$ cat config.mk
export PLATFORM = sky130hd
export DESIGN_NAME = grc_queue
export DESIGN_NICKNAME = d
export VERILOG_FILES = /design/src/hw/rtl/grc_pkg.sv /design/src/hw/rtl/grc_queue.sv
export VERILOG_INCLUDE_DIRS = /design/src /design/src/hw/rtl
export SDC_FILE = /design/constraint.sdc
export NUM_CORES = 1
export LEC_CHECK = 0
export ABC_CLOCK_PERIOD_IN_PS = 7700
export BUFFER_PORTS_ARGS = -buffer_cell sky130_fd_sc_hd__buf_2
export CAP_MARGIN = 20
export CORE_MARGIN = 2
export CORE_UTILIZATION = 46
export DETAILED_ROUTE_END_ITERATION = 10
export PLACE_DENSITY = 0.77
export REMOVE_ABC_BUFFERS = 1
export SLEW_MARGIN = 25
export SYNTH_ARGS = -nofsm -noshare
export SYNTH_HDL_FRONTEND = slang
export SYNTH_SLANG_ARGS = --single-unit
$ cat constraint.sdc
create_clock -name clk_i -period 7.7 [get_ports clk_i]
set_input_delay 1.54 -clock clk_i [delete_from_list [all_inputs] [get_ports clk_i]]
set_output_delay 1.54 -clock clk_i [all_outputs]
set_load 0.005 [all_outputs]
$ cat src/hw/rtl/assert_macros.svh
// assertion macros shared by the rtl files
`ifndef ASSERT_MACROS_SVH
`define ASSERT_MACROS_SVH

// same-cycle implication under reset
`define ASSERT_IMPL(name, clk, rst_n, ante, cons) \
  name: assert property (@(posedge clk) disable iff (!rst_n) (ante) |-> (cons)) \
    else $error("same-cycle check failed");

// next-cycle implication under reset
`define ASSERT_NEXT(name, clk, rst_n, ante, cons) \
  name: assert property (@(posedge clk) disable iff (!rst_n) (ante) |=> (cons)) \
    else $error("next-cycle check failed");

`endif

$ cat src/hw/rtl/grc_pkg.sv
// shared constants, types, tables and helpers of the grid ray column caster
package grc_pkg;

  localparam int MAP_SIZE      = 32;
  localparam int VIEW_COLS     = 240;
  localparam int VIEW_ROWS     = 160;
  localparam int TEX_SIZE      = 64;
  localparam int QUEUE_DEPTH   = 2;

  localparam int MapBits   = $clog2(MAP_SIZE);
  localparam int TexBits   = $clog2(TEX_SIZE);
  localparam int DirW      = 17;
  localparam int DistW     = 43;
  localparam int DeltaW    = 41;
  localparam int DivNW     = 48;
  localparam int DivDW     = 43;
  localparam int StepCntW  = $clog2(2 * MAP_SIZE + 1);
  localparam int MapCoordW = MapBits + 2;

  typedef logic signed [DirW-1:0] dir_t;

  typedef enum logic {
    CMD_WRITE = 1'b0,
    CMD_CAST  = 1'b1
  } grc_cmd_e;

  typedef struct packed {
    grc_cmd_e     command;
    logic [4:0]   cell_x;
    logic [4:0]   cell_y;
    logic [3:0]   cell_value;
    logic [12:0]  cam_x;
    logic [12:0]  cam_y;
    logic [7:0]   column;
    dir_t         ray_x;
    dir_t         ray_y;
  } grc_entry_t;

  typedef struct packed {
    logic [7:0]  column_index;
    logic [7:0]  draw_start;
    logic [7:0]  draw_end;
    logic        wall_side;
    logic [3:0]  texture_index;
    logic [5:0]  tex_column;
    logic [15:0] tex_step;
    logic [15:0] tex_start;
    logic        hit_found;
  } grc_result_t;

  typedef struct packed {
    logic full;
    logic empty;
  } grc_q_stat_t;

  typedef struct packed {
    logic busy;
    logic done;
  } grc_div_stat_t;

  // quarter-wave sine, q1.14, entry k is sin(k*pi/512)
  typedef logic [14:0] sin_val_t;
  typedef sin_val_t sin_tab_t [257];

  function automatic sin_tab_t build_sin_tab();
    sin_tab_t    tab;
    logic [63:0] x;
    logic [63:0] x2;
    logic [63:0] t;
    logic [63:0] r;
    logic [63:0] one;
    int          k;
    one = 64'd1 << 30;
    for (k = 0; k <= 256; k++) begin
      x  = (64'(k) * 64'd3373259426 + 64'd256) >> 9;
      x2 = (x * x) >> 30;
      t  = one - x2 / 64'd72;
      t  = one - ((x2 * t) >> 30) / 64'd42;
      t  = one - ((x2 * t) >> 30) / 64'd20;
      t  = one - ((x2 * t) >> 30) / 64'd6;
      r  = (((x * t) >> 30) + 64'd32768) >> 16;
      if (r > 64'd16384) begin
        r = 64'd16384;
      end
      tab[k] = 15'(r);
    end
    return tab;
  endfunction

  localparam sin_tab_t SinTab = build_sin_tab();

  // camera column offset, q1.14
  typedef logic signed [16:0] camq_t;
  typedef camq_t camq_tab_t [256];

  function automatic camq_tab_t build_camq_tab();
    camq_tab_t tab;
    int        c;
    for (c = 0; c < 256; c++) begin
      tab[c] = 17'((c * 32768) / VIEW_COLS - 16384);
    end
    return tab;
  endfunction

  localparam camq_tab_t CamqTab = build_camq_tab();

  function automatic dir_t sine_q14(input logic [9:0] a);
    logic [8:0] k;
    dir_t       v;
    k = a[8] ? (9'd256 - {1'b0, a[7:0]}) : {1'b0, a[7:0]};
    v = dir_t'({2'b00, SinTab[k]});
    return a[9] ? -v : v;
  endfunction

endpackage

$ cat src/hw/rtl/grc_queue.sv
// short queue between front and back end
`include "assert_macros.svh"
module grc_queue import grc_pkg::*; (
  input  logic        clk_i,
  input  logic        rst_ni,
  input  logic        push_i,
  input  grc_entry_t  entry_i,
  input  logic        pop_i,
  output grc_entry_t  entry_o,
  output grc_q_stat_t stat_o
);

  localparam int PtrW = $clog2(QUEUE_DEPTH);

  grc_entry_t      slot_q [QUEUE_DEPTH];
  logic [PtrW-1:0] wr_q;
  logic [PtrW-1:0] rd_q;
  logic [PtrW:0]   count_q;

  assign stat_o.full  = (count_q == (PtrW+1)'(QUEUE_DEPTH));
  assign stat_o.empty = (count_q == '0);
  assign entry_o      = slot_q[rd_q];

  always_ff @(posedge clk_i) begin
    if (push_i) begin
      slot_q[wr_q] <= entry_i;
    end
  end

  always_ff @(posedge clk_i or negedge rst_ni) begin
    if (!rst_ni) begin
      wr_q    <= '0;
      rd_q    <= '0;
      count_q <= '0;
    end else begin
      if (push_i) begin
        wr_q <= wr_q + 1'b1;
      end
      if (pop_i) begin
        rd_q <= rd_q + 1'b1;
      end
      case ({push_i, pop_i})
        2'b10:   count_q <= count_q + 1'b1;
        2'b01:   count_q <= count_q - 1'b1;
        default: count_q <= count_q;
      endcase
    end
  end

  `ASSERT_IMPL(a_no_overflow, clk_i, rst_ni, push_i, !stat_o.full)
  `ASSERT_IMPL(a_no_underflow, clk_i, rst_ni, pop_i, !stat_o.empty)

endmodule

==> flow_summary.yaml, run 1 <==
status:
  outcome: "completed"
clock_tree:
  root_buffer: "clkbuf_16"
  cts_resized: 0
  insertion_delay_ns: 0.41
  path_clk_slew_ns: 0.06
  ctsLongestPathBuffers: 2
  cts_buffers: 17
  cts.sinks: 170
  cts_tree: "done"
  postCtsHoldBufs: 0
  post_cts.repair.setup_buffers: 0
  htree_levels: 4
sta:
  max_freq_ghz: 0.242
  rsz0062_at_grt: "false"
  fin_ws_ns: 3.57
  drv_slew: 0
  period_needed_ns: 4.13
  setup_viol_count_final: 0
  hold_viol: 0
  tightest_slew_ns: 0.740
  final.setup.tns_ns: 0
  skew_ns: 0.00502
  slew_headroom_pct: 50.6
  holdWs_ns: 0.507
  fin_crit_sh_pct: 53.7
drt:
  met2_length_um: 5370
  top_layer: "met4"
  dr.first_iter.drc_count: 196
  via_per_inst: 4.75
  drc: 0
  dr.pass1.iters: 4
  routedWlPerCell_um: 16.4
  drt-total-wl_um: 10700
  antenna_left: 0
  vias: 3104
  wl_met3_um: 886
  wl_met1_um: 4300
final_layout:
  syn2layout_area_growth_pct: 27.1
  nFillCells: 1056
  fin_nets: 549
  multi_input_comb_area_um2: 1250
  drive_above_1_share_pct: 61.2
  regArea_um2: 5090
  final_common_cell: "buf_2"
  stdcell_count: 654
  diodes: 0
  final_cell_mix: "buf_2, edfxtp_1, mux2_4"
grt:
  overflow: 0
  antenna_found_initial: 0
  grt_first_pass_wirelength_um: 16400
  grt_pass1_vias: 3205
  track_usage_pct: 15.1
  grt_max_degree: 45
setup_path:
  arrival_ns: 2.59
  worstPathMaxFanout: 43
  path_depth: 3
  r2r-start: "wr_q$_DFFE_PN0P_"
  worst_path_largest_cell_delay_ns: 0.90
  crit_path_cell_trace: "buf_4 > mux2_2 > buf_2"
  cp_slowest_cell: "dfrtp_4"
  worst_setup_path_end_kind: "output pin"
  path_delay_family: "flip-flops"
  critPathKind: "flop to output pin"
  worstRegToRegCells: 3
  r2r_slack_ns: 5.75
  startpoint: "rd_q$_DFFE_PN0P_"
  cp-endpoint: "entry_o[66]"
  rr_endpoint: "slot_q[0][32]$_DFFE_PP_"
  cp.required_ns: 6.16
  path_buf_inv: 2
  start_kind: "flop"
power:
  cellLeakagePower_nw: 3.25
  powerDensity_nw_per_um2: 367
  p_total_mw: 2.99
  ir_drop_v: 0.000236
floorplanning:
  die_h_um: 122
  initial_core_util_pct: 46.6
  die_w_um: 122
  core_um2: 13800
  dieArea_um2: 14900
  ios: 172
  std_cell_rows: 43
place:
  gp_congestion: 0.651
  io_buffer_count: 171
  place_inst: 622
  dp_hpwl_um: 7270
  place_ws_ns: 3.96
logic_synthesis:
  netlist_area_um2: 6420
  synth.distinct_cells: 13
  synth_cells: 274
  synth-seq-cells: 170
  synth_area_per_cell_um2: 23.4
  yosys_warnings: 0
  seq_area_frac_synth_pct: 79.2
flow_run:
  cap_violations: 0
worst_hold_path:
  hold_path_class: "flop to flop"
-- layer usage --
layer / vias up / track usage (%)
li1: 1458 / -
met1: 1522 / 17.8
met2: 114 / 24.4
met3: 10 / 6.60
met4: 0 / 5.75
met5: - / 0
-- metrics by stage --
stage	instance area, um^2	util (%)
after floorplan	6330	-
after global placement	7440	54.0
after detailed placement	7530	54.7
after CTS	8160	59.2
after global routing	8160	59.2
final	8160	59.2
-- cell usage after synthesis --
cell type | count | area [um^2]
nor2_1 | 3 | 11.3
edfxtp_1 | 166 | 4980
mux2_4 | 60 | 901
nor2b_1 | 1 | 6.26
inv_1 | 1 | 3.75
dfrtp_1 | 4 | 100
buf_2 | 2 | 10.0
xnor2_1 | 2 | 17.5
and2_1 | 1 | 6.26
ha_1 | 1 | 12.5
mux2_2 | 23 | 259
buf_6 | 7 | 78.8
xor2_1 | 3 | 26.3
-- worst min path at each step --
stage,cells after the start,to,startpoint
global route,1,count_q[1]$_DFFE_PN0P_,count_q[1]$_DFFE_PN0P_
floorplan,1,wr_q$_DFFE_PN0P_,wr_q$_DFFE_PN0P_
detailed placement,1,count_q[1]$_DFFE_PN0P_,count_q[1]$_DFFE_PN0P_
global placement,1,count_q[1]$_DFFE_PN0P_,count_q[1]$_DFFE_PN0P_
CTS,1,count_q[1]$_DFFE_PN0P_,count_q[1]$_DFFE_PN0P_
finish,1,count_q[1]$_DFFE_PN0P_,count_q[1]$_DFFE_PN0P_
-- power breakdown --
part	leakage [nW]	switching [mW]	internal (mW)
clock network	0.298	0.314	0.569
logic	1.35	0.321	0.460
registers	1.60	0.102	1.23
-- flip-flops by register name, indices dropped and copies added (netlist names) --
name / count
count_q: 2
wr_q: 1
slot_q: 166
rd_q: 1
-- final cells by class --
class	count	share of cell area, %
timing repair buffer	177	11.8
tap	180	2.76
clock inverter	7	1.72
multi-input combinational	94	15.3
inverter	1	0.0460
sequential	170	62.4
clock buffer	25	5.95
-- worst reg2reg max path, cell delays in order, from the launching register on --
cell and delay (ns):
dfrtp_1 0.43, nor2_4 0.40, buf_16 0.22, buf_4 0.51
-- kinds of logic after synthesis --
family | count (synthesis) | synth area share, %
DFF | 170 | 79.2
and+or+nand+nor | 5 | 0.371
adders and majority gates | 1 | 0.195
buffers and inverters | 10 | 1.44
muxes | 83 | 18.1
xor gates and xnor gates | 5 | 0.683
Note: power is estimated with default switching activity, not from simulation.
==> run 2, diff against run 1 <==
Settings changed: ABC_CLOCK_PERIOD_IN_PS 7700 to 3450, PLACE_DENSITY 0.77 to 0.8.
Clock period 7.7 ns to 3.45 ns, I/O delays scaled along.
==> run 2 against run 1 <==
Net effect:
- utilization is 0.60 points lower
- critical endpoint is now entry_o[63]
- register-to-register slack worse by 4.1 ns
- die area stayed put
- sequential share of layout area is 0.64 points higher
- first-iteration DRC count is 54% lower
- count of clock-buffer cells in the layout is 6 lower
- largest power group unchanged
- sequential power is 120% higher
- cell count is 0.31% lower
==> flow_summary.yaml, run 2 (synthesis gave the netlist of run 1 again) <==
status:
  outcome: "completed"
final_layout:
  largest_reg_flops: 166
  top_regs: "slot_q: 166 flops, count_q: 2 flops"
  final_common_cell: "buf_2"
  syn2layout_area_growth_pct: 25.9
  final_area_um2: 8080
  final_cell_mix: "buf_2, edfxtp_1, mux2_4"
  stdcell_count: 652
  top_register: "slot_q"
  fin_nets: 547
  diodes: 0
  drive_above_1_share_pct: 61.2
floorplanning:
  ios: 172
  core_um2: 13800
  die_w_um: 122
  std_cell_rows: 43
  die_h_um: 122
  initial_core_util_pct: 46.6
  dieArea_um2: 14900
sta:
  skew_ns: 0.00937
  tightest_slew_ns: 0.679
  hold_viol: 0
  fin_ws_ns: 0.945
  period_needed_ns: 2.50
  slew_headroom_pct: 54.7
  drv_slew: 0
  final.setup.tns_ns: 0
  max_freq_ghz: 0.399
  rsz0062_at_grt: "false"
  fin_crit_sh_pct: 72.6
  setup_viol_count_final: 0
drt:
  dr.pass1.iters: 4
  dr.first_iter.drc_count: 91
  antenna_left: 0
  routedWlPerCell_um: 16.9
  via_per_inst: 4.77
  vias: 3113
  drt-total-wl_um: 11000
  drc: 0
setup_path:
  r2r-start: "wr_q$_DFFE_PN0P_"
  critPathKind: "flop to output pin"
  cp.required_ns: 2.76
  startpoint: "rd_q$_DFFE_PN0P_"
  worst_path_largest_cell_delay_ns: 0.43
  start_kind: "flop"
  crit_path_cell_trace: "buf_4 > mux2_2 > buf_2"
  r2r_slack_ns: 1.69
  worstRegToRegCells: 2
  rr_endpoint: "slot_q[1][24]$_DFFE_PP_"
  cp-endpoint: "entry_o[63]"
  worstPathMaxFanout: 31
  cp_slowest_cell: "buf_4"
  arrival_ns: 1.81
  worst_setup_path_end_kind: "output pin"
place:
  placed_area_um2: 7490
  place_inst: 620
  gp_congestion: 0.702
  dp_hpwl_um: 7130
  place_ws_ns: 1.36
  io_buffer_count: 171
grt:
  grt_max_degree: 84
  overflow: 0
  grt_first_pass_wirelength_um: 16500
  track_usage_pct: 15.0
  grt_pass1_vias: 3315
  antenna_found_initial: 0
clock_tree:
  cts_resized: 0
  post_cts.repair.setup_buffers: 0
  cts.sinks: 170
  cts_buffers: 17
  postCtsHoldBufs: 0
  ctsLongestPathBuffers: 2
  insertion_delay_ns: 0.42
  path_clk_slew_ns: 0.07
  cts_tree: "done"
  htree_levels: 4
  root_buffer: "clkbuf_16"
flow_run:
  cap_violations: 0
power:
  cellLeakagePower_nw: 3.21
  powerDensity_nw_per_um2: 812
  ir_drop_v: 0.000597
worst_hold_path:
  hold_path_class: "input port to async pin"
[run 2: cell types whose count changed in the layout (fill, tap and decap cells not counted), sizes merged]
cell and delta:
clkinvlp +1, buf -2, bufinv -1, clkbuf -6, clkinv +6
[run 2: metal layers]
| layer | track usage (%) | vias up | share of wire (%) |
|---|---|---|---|
| li1 | - | 1457 | - |
| met1 | 16.9 | 1526 | 40 |
| met2 | 25.8 | 112 | 52 |
| met3 | 5.15 | 18 | 6.6 |
| met4 | 6.82 | 0 | 1.9 |
| met5 | 0 | - | 0 |
[run 2: worst min-delay path by stage]
stage,to,cells past startpoint
global route,count_q[0]$_DFFE_PN0P_,1
floorplan,count_q[0]$_DFFE_PN0P_,0
detailed placement,count_q[1]$_DFFE_PN0P_,1
global placement,count_q[1]$_DFFE_PN0P_,1
finish,count_q[0]$_DFFE_PN0P_,1
CTS,count_q[0]$_DFFE_PN0P_,1
[run 2: critical path: cells and delay by family (launching register included)]
kind	cells	cell delay (ns)
buffers and inverters	2	0.56
flip-flops	1	0.42
multiplexers	1	0.40
[run 2: cell type report]
class	count	area, um^2
Sequential cell	170	5090
Fill cell	1088	5700
Clock buffer	19	433
Clock inverter	13	153
Inverter	1	3.75
Tap cell	180	225
Timing Repair Buffer	175	923
Multi-Input combinational cell	94	1250
[run 2: where the power goes]
part / switching [mW] / internal, mW
logic: 0.834 / 1.01
registers: 0.112 / 2.75
clock network: 0.732 / 1.13
total: 1.68 / 4.88
[run 2: through the flow]
step	util [%]	hold WS (ns)	power, mW
global placement	54.4	0.473	4.73
detailed placement	54.4	0.499	4.78
global route	58.6	0.0544	6.86
floorplan	-	0.394	4.19
CTS	58.6	0.0555	6.65
finish	58.6	0.0691	6.56
